$ cat src/rtl/cifa_pkg.sv
// Package: shared types, operation and status codes for the checked fold ALU.
package cifa_pkg;

  localparam int DataWidth = 32;
  localparam int GroupPair = 2;

  typedef enum logic [3:0] {
    OP_ADD = 4'd0, OP_SUB = 4'd1, OP_MUL = 4'd2, OP_DIV = 4'd3, OP_MOD = 4'd4,
    OP_POW = 4'd5, OP_AND = 4'd6, OP_OR = 4'd7, OP_NOT = 4'd8, OP_GT = 4'd9,
    OP_GEQ = 4'd10, OP_LT = 4'd11, OP_LEQ = 4'd12
  } op_t;

  localparam logic [3:0] OpLastValid = 4'd12;

  localparam logic [2:0] ST_OK     = 3'd0;
  localparam logic [2:0] ST_OVF    = 3'd1;
  localparam logic [2:0] ST_DIVZ   = 3'd2;
  localparam logic [2:0] ST_NEGEXP = 3'd3;
  localparam logic [2:0] ST_COUNT  = 3'd4;

  // Controller to datapath.
  typedef struct packed {
    logic open;      // latch first operand, start a group
    logic fold;      // start folding the held operand into the accumulator
    logic finish;    // register the group result word
  } cmd_t;

  // Datapath to controller.
  typedef struct packed {
    logic busy;      // multi-cycle step in flight
  } stat_t;

endpackage

$ cat src/rtl/cifa_if.sv
// Interfaces: valid/ready channels for operand and result words.
interface cifa_in_if #(parameter int DATA_WIDTH = cifa_pkg::DataWidth);
  logic                         valid;
  logic                         ready;
  logic [3:0]                   command;
  logic signed [DATA_WIDTH-1:0] operand;
  logic                         last_operand;
  modport source (output valid, command, operand, last_operand, input ready);
  modport sink (input valid, command, operand, last_operand, output ready);
endinterface

interface cifa_out_if;
  logic               valid;
  logic               ready;
  logic signed [31:0] value;
  logic [2:0]         status;
  modport source (output valid, value, status, input ready);
  modport sink (input valid, value, status, output ready);
endinterface

$ cat src/rtl/cifa_datapath.sv
// Datapath: accumulator, error tracking, iterative multiply, divide and power.
module cifa_datapath #(
  parameter int DATA_WIDTH = cifa_pkg::DataWidth
) (
  input  logic                  clk,
  input  logic                  rst,
  input  cifa_pkg::cmd_t        cmd,
  input  logic [3:0]            command,
  input  logic [DATA_WIDTH-1:0] operand,
  output cifa_pkg::stat_t       stat,
  output logic [31:0]           value,
  output logic [2:0]            status
);
  localparam int W = DATA_WIDTH;
  localparam int CW = $clog2(W + 1);
  localparam logic [W-1:0] SignBit = {1'b1, {(W-1){1'b0}}};
  localparam logic [W-1:0] MaxPos = {1'b0, {(W-1){1'b1}}};

  typedef enum logic [2:0] {
    U_IDLE, U_MUL, U_DIV, U_POW_M, U_POW_S
  } unit_t;

  logic [W-1:0] acc, prev;
  logic [3:0]   op;
  logic [1:0]   cnt;
  logic         rel;
  logic [2:0]   err;
  unit_t        unit;

  // Shared shift-add multiplier over magnitudes.
  logic [W-1:0] ma, mb, mlim;
  logic [W:0]   mprod;
  logic         mneg, movf;
  // Restoring divider.
  logic [W-1:0] dq, dr, dd;
  logic         dnegq, dnegr;
  logic [CW-1:0] dcnt;
  // Power state.
  logic [W-1:0] pacc, psq, pe;
  logic         pmul_sel;   // 1: multiply acc*sq, 0: sq*sq

  function automatic logic [W-1:0] magf(input logic [W-1:0] v);
    return v[W-1] ? (~v + 1'b1) : v;
  endfunction

  function automatic logic slt(input logic [W-1:0] a, input logic [W-1:0] b);
    return $signed(a) < $signed(b);
  endfunction

  // Multiplier start values {ma, mb, mlim, mneg}; limit depends on the product sign.
  function automatic logic [3*W:0] mul_start(input logic [W-1:0] a, input logic [W-1:0] b);
    logic neg;
    neg = a[W-1] ^ b[W-1];
    return {magf(a), magf(b), neg ? SignBit : MaxPos, neg};
  endfunction

  logic [W:0]   madd;
  logic [W-1:0] add_r, sub_r, mres;
  logic         add_ovf, sub_ovf, relok;
  logic [W:0]   drem_sh, dsub;
  logic         dge;

  logic [W-1:0] ma_n, mb_n;
  logic [W:0]   mprod_n;
  logic         movf_n, mdone;

  always_comb begin
    add_r = acc + operand;
    sub_r = acc - operand;
    add_ovf = (acc[W-1] == operand[W-1]) && (add_r[W-1] != acc[W-1]);
    sub_ovf = (acc[W-1] != operand[W-1]) && (sub_r[W-1] != acc[W-1]);
    unique case (op)
      cifa_pkg::OP_GT:  relok = slt(operand, prev);
      cifa_pkg::OP_GEQ: relok = !slt(prev, operand);
      cifa_pkg::OP_LT:  relok = slt(prev, operand);
      default:          relok = !slt(operand, prev);
    endcase
    // Remainder with the next dividend bit shifted in.
    drem_sh = {dr, dq[W-1]};
    dsub = drem_sh - {1'b0, dd};
    dge = (drem_sh >= {1'b0, dd});
  end

  // One multiplier step: consume the low bit of mb, double ma.
  always_comb begin
    madd = mprod + {1'b0, ma};
    ma_n = ma; mb_n = mb; mprod_n = mprod; movf_n = movf;
    mdone = 1'b0;
    if (mb == '0 || ma == '0) begin
      mdone = 1'b1;
    end else begin
      if (mb[0]) begin
        mprod_n = madd;
        if (madd[W] || madd[W-1:0] > mlim) movf_n = 1'b1;
      end
      mb_n = mb >> 1;
      if (mb_n != '0 && ma[W-1]) movf_n = 1'b1;
      ma_n = ma << 1;
      if (movf_n) mdone = 1'b1;
    end
    mres = mneg ? (~mprod_n[W-1:0] + 1'b1) : mprod_n[W-1:0];
  end

  always_ff @(posedge clk) begin
    if (rst) begin
      unit <= U_IDLE;
      err <= cifa_pkg::ST_OK;
      cnt <= '0;
      rel <= 1'b1;
      op <= 4'd0;
      acc <= '0;
      prev <= '0;
    end else begin
      if (cmd.open) begin
        op <= command;
        acc <= operand;
        prev <= operand;
        cnt <= 2'd1;
        rel <= 1'b1;
        err <= (command > cifa_pkg::OpLastValid) ? cifa_pkg::ST_COUNT : cifa_pkg::ST_OK;
      end
      if (cmd.fold) begin
        if (cnt < 2'(cifa_pkg::GroupPair)) cnt <= cnt + 2'd1;
        if (err == cifa_pkg::ST_OK) begin
          prev <= operand;
          priority case (op)
            cifa_pkg::OP_ADD: begin
              if (add_ovf) err <= cifa_pkg::ST_OVF;
              else acc <= add_r;
            end
            cifa_pkg::OP_SUB: begin
              if (sub_ovf) err <= cifa_pkg::ST_OVF;
              else acc <= sub_r;
            end
            cifa_pkg::OP_MUL: begin
              {ma, mb, mlim, mneg} <= mul_start(acc, operand);
              mprod <= '0;
              movf <= 1'b0;
              unit <= U_MUL;
            end
            cifa_pkg::OP_DIV, cifa_pkg::OP_MOD: begin
              if (operand == '0) err <= cifa_pkg::ST_DIVZ;
              else if (acc == SignBit && operand == {W{1'b1}}) err <= cifa_pkg::ST_OVF;
              else begin
                dq <= magf(acc);
                dr <= '0;
                dd <= magf(operand);
                dnegq <= acc[W-1] ^ operand[W-1];
                dnegr <= acc[W-1];
                dcnt <= CW'(W);
                unit <= U_DIV;
              end
            end
            cifa_pkg::OP_POW: begin
              if (operand[W-1]) err <= cifa_pkg::ST_NEGEXP;
              else begin
                pacc <= {{(W-1){1'b0}}, 1'b1};
                psq <= acc;
                pe <= operand;
                unit <= U_POW_S;
                pmul_sel <= 1'b0;
              end
            end
            cifa_pkg::OP_AND: acc <= W'(acc != '0 && operand != '0);
            cifa_pkg::OP_OR:  acc <= W'(acc != '0 || operand != '0);
            cifa_pkg::OP_GT, cifa_pkg::OP_GEQ, cifa_pkg::OP_LT, cifa_pkg::OP_LEQ: begin
              if (!relok) rel <= 1'b0;
            end
            default: err <= cifa_pkg::ST_COUNT;
          endcase
        end
      end
      unique case (unit)
        U_IDLE: ;
        U_MUL, U_POW_M: begin
          ma <= ma_n; mb <= mb_n; mprod <= mprod_n; movf <= movf_n;
          if (mdone) begin
            if (movf_n) begin
              err <= cifa_pkg::ST_OVF;
              unit <= U_IDLE;
            end else if (unit == U_MUL) begin
              acc <= mres;
              unit <= U_IDLE;
            end else begin
              if (pmul_sel) pacc <= mres;
              else psq <= mres;
              unit <= U_POW_S;
            end
          end
        end
        U_POW_S: begin
          // Sequence: if e odd multiply acc; shift; if bits remain square.
          if (pe == '0) begin
            acc <= pacc;
            unit <= U_IDLE;
          end else if (pe[0] && !pmul_sel) begin
            {ma, mb, mlim, mneg} <= mul_start(pacc, psq);
            mprod <= '0;
            movf <= 1'b0;
            pmul_sel <= 1'b1;
            unit <= U_POW_M;
          end else begin
            if (pe[W-1:1] != '0) begin
              {ma, mb, mlim, mneg} <= mul_start(psq, psq);
              mprod <= '0;
              movf <= 1'b0;
              unit <= U_POW_M;
            end
            pe <= pe >> 1;
            pmul_sel <= 1'b0;
          end
        end
        U_DIV: begin
          if (dcnt == '0) begin
            acc <= (op == cifa_pkg::OP_MOD) ? (dnegr ? (~dr + 1'b1) : dr)
                                            : (dnegq ? (~dq + 1'b1) : dq);
            unit <= U_IDLE;
          end else begin
            dr <= dge ? dsub[W-1:0] : drem_sh[W-1:0];
            dq <= {dq[W-2:0], dge};
            dcnt <= dcnt - 1'b1;
          end
        end
        default: unit <= U_IDLE;
      endcase
    end
  end

  assign stat.busy = (unit != U_IDLE);

  // Final word from the held group state.
  logic [W-1:0] fval;
  logic [2:0]   fst;
  always_comb begin
    fst = err;
    fval = '0;
    if (err == cifa_pkg::ST_OK) begin
      if (cnt < 2'(cifa_pkg::GroupPair)) begin
        priority case (op)
          cifa_pkg::OP_ADD: fval = acc;
          cifa_pkg::OP_SUB: begin
            if (acc == SignBit) fst = cifa_pkg::ST_OVF;
            else fval = ~acc + 1'b1;
          end
          cifa_pkg::OP_NOT: fval = W'(acc == '0);
          default: fst = cifa_pkg::ST_COUNT;
        endcase
      end else if (op >= cifa_pkg::OP_GT && op <= cifa_pkg::OP_LEQ) begin
        fval = W'(rel);
      end else begin
        fval = acc;
      end
    end
    if (fst != cifa_pkg::ST_OK) fval = '0;
  end

  always_ff @(posedge clk) begin
    if (cmd.finish) begin
      value <= 32'(fval);
      status <= fst;
    end
  end
endmodule

$ cat src/rtl/cifa_ctrl.sv
// Controller: handshakes the channels and sequences the datapath.
module cifa_ctrl (
  input  logic            clk,
  input  logic            rst,
  input  logic            in_valid,
  input  logic            in_last,
  output logic            in_ready,
  output logic            out_valid,
  input  logic            out_ready,
  output cifa_pkg::cmd_t  cmd,
  input  cifa_pkg::stat_t stat
);
  typedef enum logic [1:0] {S_FIRST, S_NEXT, S_WAIT, S_FIN} state_t;
  state_t state;
  logic   last_held;

  assign in_ready = (state == S_FIRST || state == S_NEXT);

  always_comb begin
    cmd.open = in_valid && in_ready && state == S_FIRST;
    cmd.fold = in_valid && in_ready && state == S_NEXT;
    cmd.finish = (state == S_FIN) && !stat.busy && (!out_valid || out_ready);
  end

  always_ff @(posedge clk) begin
    if (rst) begin
      state <= S_FIRST;
      out_valid <= 1'b0;
      last_held <= 1'b0;
    end else begin
      if (cmd.finish) out_valid <= 1'b1;
      else if (out_valid && out_ready) out_valid <= 1'b0;
      unique case (state)
        S_FIRST: if (cmd.open) state <= in_last ? S_FIN : S_NEXT;
        S_NEXT: if (cmd.fold) begin
          last_held <= in_last;
          state <= S_WAIT;
        end
        S_WAIT: if (!stat.busy) state <= last_held ? S_FIN : S_NEXT;
        S_FIN: if (cmd.finish) state <= S_FIRST;
        default: state <= S_FIRST;
      endcase
    end
  end
endmodule

$ cat src/rtl/checked_integer_fold_alu.sv
// Top level: checked signed integer fold ALU.
// Usage:
//   Operand words arrive on in_ch (command, operand, last_operand). The first
//   word of a group latches the operation; each later word is folded into the
//   accumulator. The word marked last_operand produces one result word on
//   out_ch (value, status).
// Timing:
//   Words are taken one at a time; the step length sets the gap. Add, sub,
//   logic and relations pass through a fold state and a wait state per word.
//   Multiply is shift-add, one bit a cycle, stopping once the remaining bits
//   are zero or on overflow; div and mod use a restoring divider; pow runs
//   the same multiplier once or twice per exponent bit plus a control state.
//   The result word is registered from S_FIN, entered after the opening word
//   of a one-word group or once the step of the last folded word ends.
// Reset:
//   rst clears the controller, closes any open group and drops a pending
//   result word.
// Stall:
//   A result word is held until out_ch.ready; the next group may open and fold
//   while it waits, but input ready drops at its end until the word is taken.
module checked_integer_fold_alu #(
  parameter int DATA_WIDTH = cifa_pkg::DataWidth
) (
  input logic clk,
  input logic rst,
  cifa_in_if.sink    in_ch,
  cifa_out_if.source out_ch
);
  cifa_pkg::cmd_t  cmd;
  cifa_pkg::stat_t stat;

  cifa_ctrl u_ctrl (
    .clk, .rst,
    .in_valid(in_ch.valid), .in_last(in_ch.last_operand), .in_ready(in_ch.ready),
    .out_valid(out_ch.valid), .out_ready(out_ch.ready),
    .cmd, .stat
  );

  cifa_datapath #(.DATA_WIDTH(DATA_WIDTH)) u_dp (
    .clk, .rst, .cmd,
    .command(in_ch.command), .operand(in_ch.operand),
    .stat, .value(out_ch.value), .status(out_ch.status)
  );
endmodule

$ cat src/flat_wrapper.sv
// flat-port wrapper written by rule: the top's interface ports become plain ports
module checked_integer_fold_alu_flat 
#(
  parameter int DATA_WIDTH = cifa_pkg::DataWidth
)
  (clk, rst, in_ch_valid, in_ch_command, in_ch_operand, in_ch_last_operand, in_ch_ready, out_ch_valid, out_ch_value, out_ch_status, out_ch_ready);
  cifa_in_if #(.DATA_WIDTH(DATA_WIDTH)) in_ch_i ();
  cifa_out_if out_ch_i ();
  input logic clk;
  input logic rst;
  input wire logic [$bits(in_ch_i.valid)-1:0] in_ch_valid;
  input wire logic [$bits(in_ch_i.command)-1:0] in_ch_command;
  input wire logic [$bits(in_ch_i.operand)-1:0] in_ch_operand;
  input wire logic [$bits(in_ch_i.last_operand)-1:0] in_ch_last_operand;
  output wire logic [$bits(in_ch_i.ready)-1:0] in_ch_ready;
  output wire logic [$bits(out_ch_i.valid)-1:0] out_ch_valid;
  output wire logic [$bits(out_ch_i.value)-1:0] out_ch_value;
  output wire logic [$bits(out_ch_i.status)-1:0] out_ch_status;
  input wire logic [$bits(out_ch_i.ready)-1:0] out_ch_ready;
  assign in_ch_i.valid = in_ch_valid;
  assign in_ch_i.command = in_ch_command;
  assign in_ch_i.operand = in_ch_operand;
  assign in_ch_i.last_operand = in_ch_last_operand;
  assign in_ch_ready = in_ch_i.ready;
  assign out_ch_valid = out_ch_i.valid;
  assign out_ch_value = out_ch_i.value;
  assign out_ch_status = out_ch_i.status;
  assign out_ch_i.ready = out_ch_ready;
  checked_integer_fold_alu #(.DATA_WIDTH(DATA_WIDTH)) u_core (.clk(clk), .rst(rst), .in_ch(in_ch_i), .out_ch(out_ch_i));
endmodule
$ cat config.mk
export PLATFORM = sky130hd
export DESIGN_NAME = checked_integer_fold_alu_flat
export DESIGN_NICKNAME = d
export VERILOG_FILES = /design/src/rtl/cifa_pkg.sv /design/src/rtl/cifa_if.sv /design/src/rtl/cifa_datapath.sv /design/src/rtl/cifa_ctrl.sv /design/src/rtl/checked_integer_fold_alu.sv /design/src/flat_wrapper.sv
export SDC_FILE = /design/constraint.sdc
export NUM_CORES = 2
export LEC_CHECK = 0
export BUFFER_PORTS_ARGS = -buffer_cell sky130_fd_sc_hd__buf_4
export CORE_UTILIZATION = 56
export DETAILED_ROUTE_END_ITERATION = 10
export GPL_ROUTABILITY_DRIVEN = 0
export PLACE_DENSITY = 0.72
export SLEW_MARGIN = 20
export SYNTH_ARGS = -nofsm -noshare
export SYNTH_HDL_FRONTEND = slang
export SYNTH_HIERARCHICAL = 1
export SYNTH_SLANG_ARGS = --single-unit
$ cat constraint.sdc
create_clock -name clk -period 8.7 [get_ports clk]
set_clock_uncertainty 0.05 [all_clocks]
set_input_delay 1.74 -clock clk [delete_from_list [all_inputs] [get_ports clk]]
set_output_delay 1.74 -clock clk [all_outputs]
set_load 0.02 [all_outputs]
# Word level (Yosys, flattened, before mapping)

Index checks and enable logic that the tools add are counted.

Output and inout bits: 37
Input bits: 41
Bits in registers: 448

Bitwise operators: 13
Reductions and logical operators: 51
$add $sub $neg: 13
Muxes and demuxes: 185
Order comparisons: 8
Equal/unequal tests: 31

Operators with widths:

| cell                  | count |
|---|---|
| $mux 32               | 87 |
| $mux 33               | 8 |
| $add 32x1->32 const B | 7 |
| $not 32->32           | 7 |
| $pmux 32 s3           | 2 |
| $logic_not 32->1      | 5 |
| $pmux 32 s2           | 2 |
| $pmux 32 s4           | 1 |
| $reduce_bool 32->1    | 3 |
| $mux 3                | 27 |
| $pmux 33 s2           | 1 |
| $eq 32x32->1 const B  | 2 |
| $lt 32x32->1          | 2 |
| $sub 32x32->32        | 2 |
| $mux 6                | 7 |
| $mux 1                | 34 |
| $add 33x32->33        | 1 |
| $ge 33x32->1          | 1 |
| $add 32x32->32        | 1 |
| $gt 32x32->1          | 1 |
| $reduce_bool 31->1    | 1 |
| $eq 4x4->1 const B    | 5 |
| $mux 2                | 9 |
| $eq 4x3->1 const B    | 4 |
| other kinds (42)      | 81 |

# Depth between registers and ports, before layout

Depth in word-level cells: 13
Gate-level depth with buffers: 24
Mapped depth without buffers: 24

# Cells and area by module

The synthesis kept the hierarchy.

Modules (own cells, without submodules):

| module        | cells an instance | instances | sequential area each (µm²) | area each (µm²) |
|---|---|---|---|---|
| cifa_datapath | 4,394             | 1         | 12,562.0                   | 36,628.9 |
| cifa_ctrl     | 25                | 1         | 80.1                       | 214.0 |

# Worst setup path before layout

Ideal clock, no wire load.

Path type: in2reg
From: input port rst
To: register u_core.u_dp.unit[0]
Path buffers: 1
Data required time: 8.539 ns
Stages: 4
Arrival: 7.214 ns
Path slack: 1.325 ns
Path through: clkbuf_1 -> inv_1 -> nand2_1 -> a311oi_1

RTL lines:

| item                 | RTL line             | RTL |
|---|---|---|
| from (decl)          | flat_wrapper.sv:10   | `input logic rst;` |
| to (signal assigned) | cifa_datapath.sv:106 | `unit <= U_IDLE;` |
| to (signal assigned) | cifa_datapath.sv:139 | `unit <= U_MUL;` |
| to (signal assigned) | cifa_datapath.sv:151 | `unit <= U_DIV;` |
| to (decl)            | cifa_datapath.sv:28  | `unit_t unit;` |

# Worst setup path after layout

From: register u_core.u_dp.mprod[1]
To: register u_core.u_dp.movf (data pin)

Longest elaborated chain between the ends: 9

Ends and longest elaborated chain:

| item                   | RTL line             | RTL |
|---|---|---|
| from (decl)            | cifa_datapath.sv:32  | `logic [W:0] mprod;` |
| from (signal assigned) | cifa_datapath.sv:176 | `ma <= ma_n; mb <= mb_n; mprod <= mprod_n; movf <= movf_n;` |
| $add 33x32->33 *       | cifa_datapath.sv:86  | `madd = mprod + {1'b0, ma};` |
| $gt 32x32->1           | cifa_datapath.sv:94  | `if (madd[W] \|\| madd[W-1:0] > mlim) movf_n = 1'b1;` |
| $logic_or 1x1->1 *     | cifa_datapath.sv:94  |  |
| $mux 1 *               | cifa_datapath.sv:94  |  |
| $mux 1 *               | cifa_datapath.sv:92  | `if (mb[0]) begin` |
| $mux 1 *               | cifa_datapath.sv:97  | `if (mb_n != '0 && ma[W-1]) movf_n = 1'b1;` |
| $mux 1 * (2 in a row)  | cifa_datapath.sv:89  | `if (mb == '0 \|\| ma == '0) begin` |
| $pmux 1 s2 *           | cifa_datapath.sv:173 | `unique case (unit)` |
| to (signal assigned)   | cifa_datapath.sv:176 |  |
| to (decl)              | cifa_datapath.sv:33  | `logic mneg, movf;` |

Every way passes the cells marked *; elsewhere a longest branch is shown, timed or not. The select of a mux whose other input is x is not followed.
A chain may end at the register's enable or synchronous reset.

==> impl_metrics.toml <==
[outcome]
outcome = "finished clean"

[routing]
post_drt_wl_per_cell_um = 25.4
drt_iter0_drc = 5185
viasPerCell = 6.83
route.detailed.drc = 0
drtAntennaViolNets = 0
drt-pass1-iter-count = 7
drt-total-wl_mm = 133
vias = 35700

[synthesis]
syn-cell-area_mm2 = 0.0368
yosysTopAreaCellShare = 0.299
syn_avg_cell_area_um2 = 8.34
ys_warn_count = 6
yosysTopAreaCell = "edfxtp_1"
ys_top_cells_by_count = "nand2_1, edfxtp_1, nor2_1, a21oi_1, o21ai_0"
synth_seq_area_share = 0.343
synth_nets = 4664
async_flop_share = 0
synthTopCellsByArea = "edfxtp_1, ha_1, nand2_1"
synth_enable_flop_cells = 367
synth_cell_types = 96
yosysMostFrequentCell = "nand2_1"
synth_seq_cells = 448
syn_inst = 4419
synthFlopType = "edfxtp_1"

[setup_path]
worstRegToRegCells = 19
crit_family = "compound AO/OA/AOI/OAI gates"
slowest_delay_ns = 0.47
crit_path_end = "u_core/u_dp/movf"
critPathCaptureType = "register"
reg2reg_from = "u_core/u_dp/mprod[1]"
cp_max_fo = 6
crit_path_top_delay_cell = "edfxtp_1"
worstPathRequired_ns = 9.03
worstPathCellList = "ha_1 -> a211oi_1 -> o21ai_0 -> a211o_1 -> a211oi_2 -> o21ai_1 -> a21o_1 -> a221oi_1 -> xnor2_1 -> ha_1 -> nand4_1 -> or2_2 -> nor3_1 -> a41oi_1 -> a211oi_1 -> o21ai_0 -> nor3b_1 -> buf_4 -> a21o_1"
regToRegSetupSlack_ns = 2.83
rr_endpoint = "u_core/u_dp/movf"
crit_type = "reg -> reg"
cp.depth = 19
startpoint_type = "register"
cp-startpoint = "u_core/u_dp/mprod[1]"
cp.arrival_ns = 6.20
crit_buf_inv = 1

[cells_and_area]
synthToLayoutAreaGrowth_pct = 7.92
fillCellCount = 5703
nNetsFinal = 4565
final-seq-area_mm2 = 0.0126
drive_gt1_frac = 0.0765
largest-register = "u_core/u_dp/mprod"
fin_area_mm2 = 0.0398
largest_reg_flops = 33
multiInputGateArea_mm2 = 0.0223

[timing]
setup_viol = 0
slew_headroom = 0.238
holdWs_ns = 0.398
layout_setup_ws_ns = 2.83
hold_viol = 0
fmax_mhz = 170
rsz0062_at_grt = "no"
fin_crit_sh = 0.675
max_slew.worst_pin.slew_ns = 1.14
tns_ns = 0
period_minus_slack_ns = 5.87
maxSlewViolCount = 0

[run]
cap_violations = 0

[placement]
portBuffers = 77
dp_hpwl_mm = 97.4
dpl_cell_area_mm2 = 0.0380
pre_cts_ws_ns = 2.46

[floorplan]
die_w_um = 258
die_height_um = 258
die_area_mm2 = 0.0668
fp-row-count = 93
core_area_mm2 = 0.0647
io_pins = 78
start_util = 0.569

[clocking]
clock_path_buffers = 3
clkTransAtPathRegs_ns = 0.06
clock_latency_ns = 0.65
post_cts_buffers = 0
hold_buffers = 0
cts-resized-gates = 0
cts.sinks = 448
cts_tree = "done"
cts_made_buffers = 53
cts_max_level = 2
root_buffer = "clkbuf_16"

[grt]
grt_overflow = 0
antenna_found_initial = 4
grt_pass1_vias = 32400
grt_max_degree = 124
grt_pass1_wl_mm = 199
gr-usage-all-layers = 0.387

[pwr]
power_density_mw_per_mm2 = 177
finalPower_mw = 7.02
ir_worst_vdd_mv = 0.165
p_leak_nw = 15.2

[worst_hold_path]
min_delay_path_depth = 2
min_path_type = "reg -> reg"
[worst min-delay path by stage]
stage                            to  slack [ns]                 start
4_1_cts         u_core/u_dp/prev[8]        0.40   u_core/u_dp/prev[8]
3_5_place_dp   u_core/u_dp/prev[31]        0.39  u_core/u_dp/prev[31]
3_3_place_gp   u_core/u_dp/prev[11]        0.39  u_core/u_dp/prev[11]
5_1_grt         u_core/u_dp/prev[1]        0.41   u_core/u_dp/prev[1]
2_1_floorplan  u_core/u_dp/prev[13]        0.38  u_core/u_dp/prev[13]
6_report       u_core/u_dp/prev[29]        0.40  u_core/u_dp/prev[29]
[power by group]
part	internal, mW	switching (mW)
Clock	1.30	0.958
Combinational	0.714	1.36
Sequential	2.49	0.197
Total	4.50	2.52
[tightest hold or removal path: cells and delay by family, from the launching register on]
kind | cells | cell delay (ns)
AOI/OAI and AO/OA | 1 | 0.05
DFF | 1 | 0.30
and+or+nand+nor | 1 | 0.05
[placed cells by master, fill, tap and decap left out, types with 25 or more instances in the layout]
cell type and instances:
and2_1 27, edfxtp_1 367, or4_1 36, o211ai_1 34
o31ai_1 72, nor3_1 62, dfxtp_1 81, a221oi_1 25
a31oi_1 63, o41ai_1 26, clkbuf_16 54, nand2_1 547
o221ai_1 40, a21o_1 71, nand3_1 90, mux2i_1 109
xnor2_1 117, nand4_1 48, inv_1 218, o22ai_1 44
or3_1 62, ha_1 200, nor2b_1 40, nand2b_1 50
nor4_1 39, a21oi_1 346, o21a_1 29, buf_4 149
a221o_1 34, o21ai_0 319, a22o_1 41, a211oi_1 72
nor2_1 340, xor2_1 142
[per-layer routing]
metal / wire, um / vias up / global-route usage
li1: - / 16200 / -
met1: 50100 / 16800 / 0.496
met2: 55200 / 2234 / 0.561
met3: 16900 / 490 / 0.110
met4: 10600 / 6 / 0.272
met5: 38 / - / 0
[per-stage QoR]
| step | util | cells |
|---|---|---|
| final | 0.615 | 5220 |
| after global routing | 0.615 | 5219 |
| after CTS | 0.614 | 5217 |
| after detailed placement | 0.587 | 5118 |
| after global placement | 0.587 | 5118 |
| after floorplan | - | 4419 |
[cell families after synthesis]
logic type | count (synthesis) | share of synthesized area
AOI/OAI and AO/OA | 1393 | 0.249
xor gates and xnor gates | 259 | 0.0616
adders and majority gates | 206 | 0.0706
buffers and inverters | 526 | 0.0547
DFF | 448 | 0.343
muxes | 123 | 0.0339
and+or+nand+nor | 1464 | 0.187
[final cells by class]
type / count / share of cell area
multi-input cells: 3445 / 0.561
inverters: 220 / 0.0210
diodes: 1 / 0.0000629
clock inverters: 25 / 0.00623
repair buffers: 152 / 0.0294
well taps: 855 / 0.0269
clock buffers: 74 / 0.0371
flip-flops and latches: 448 / 0.318
Power figures use the tool's default switching activity.
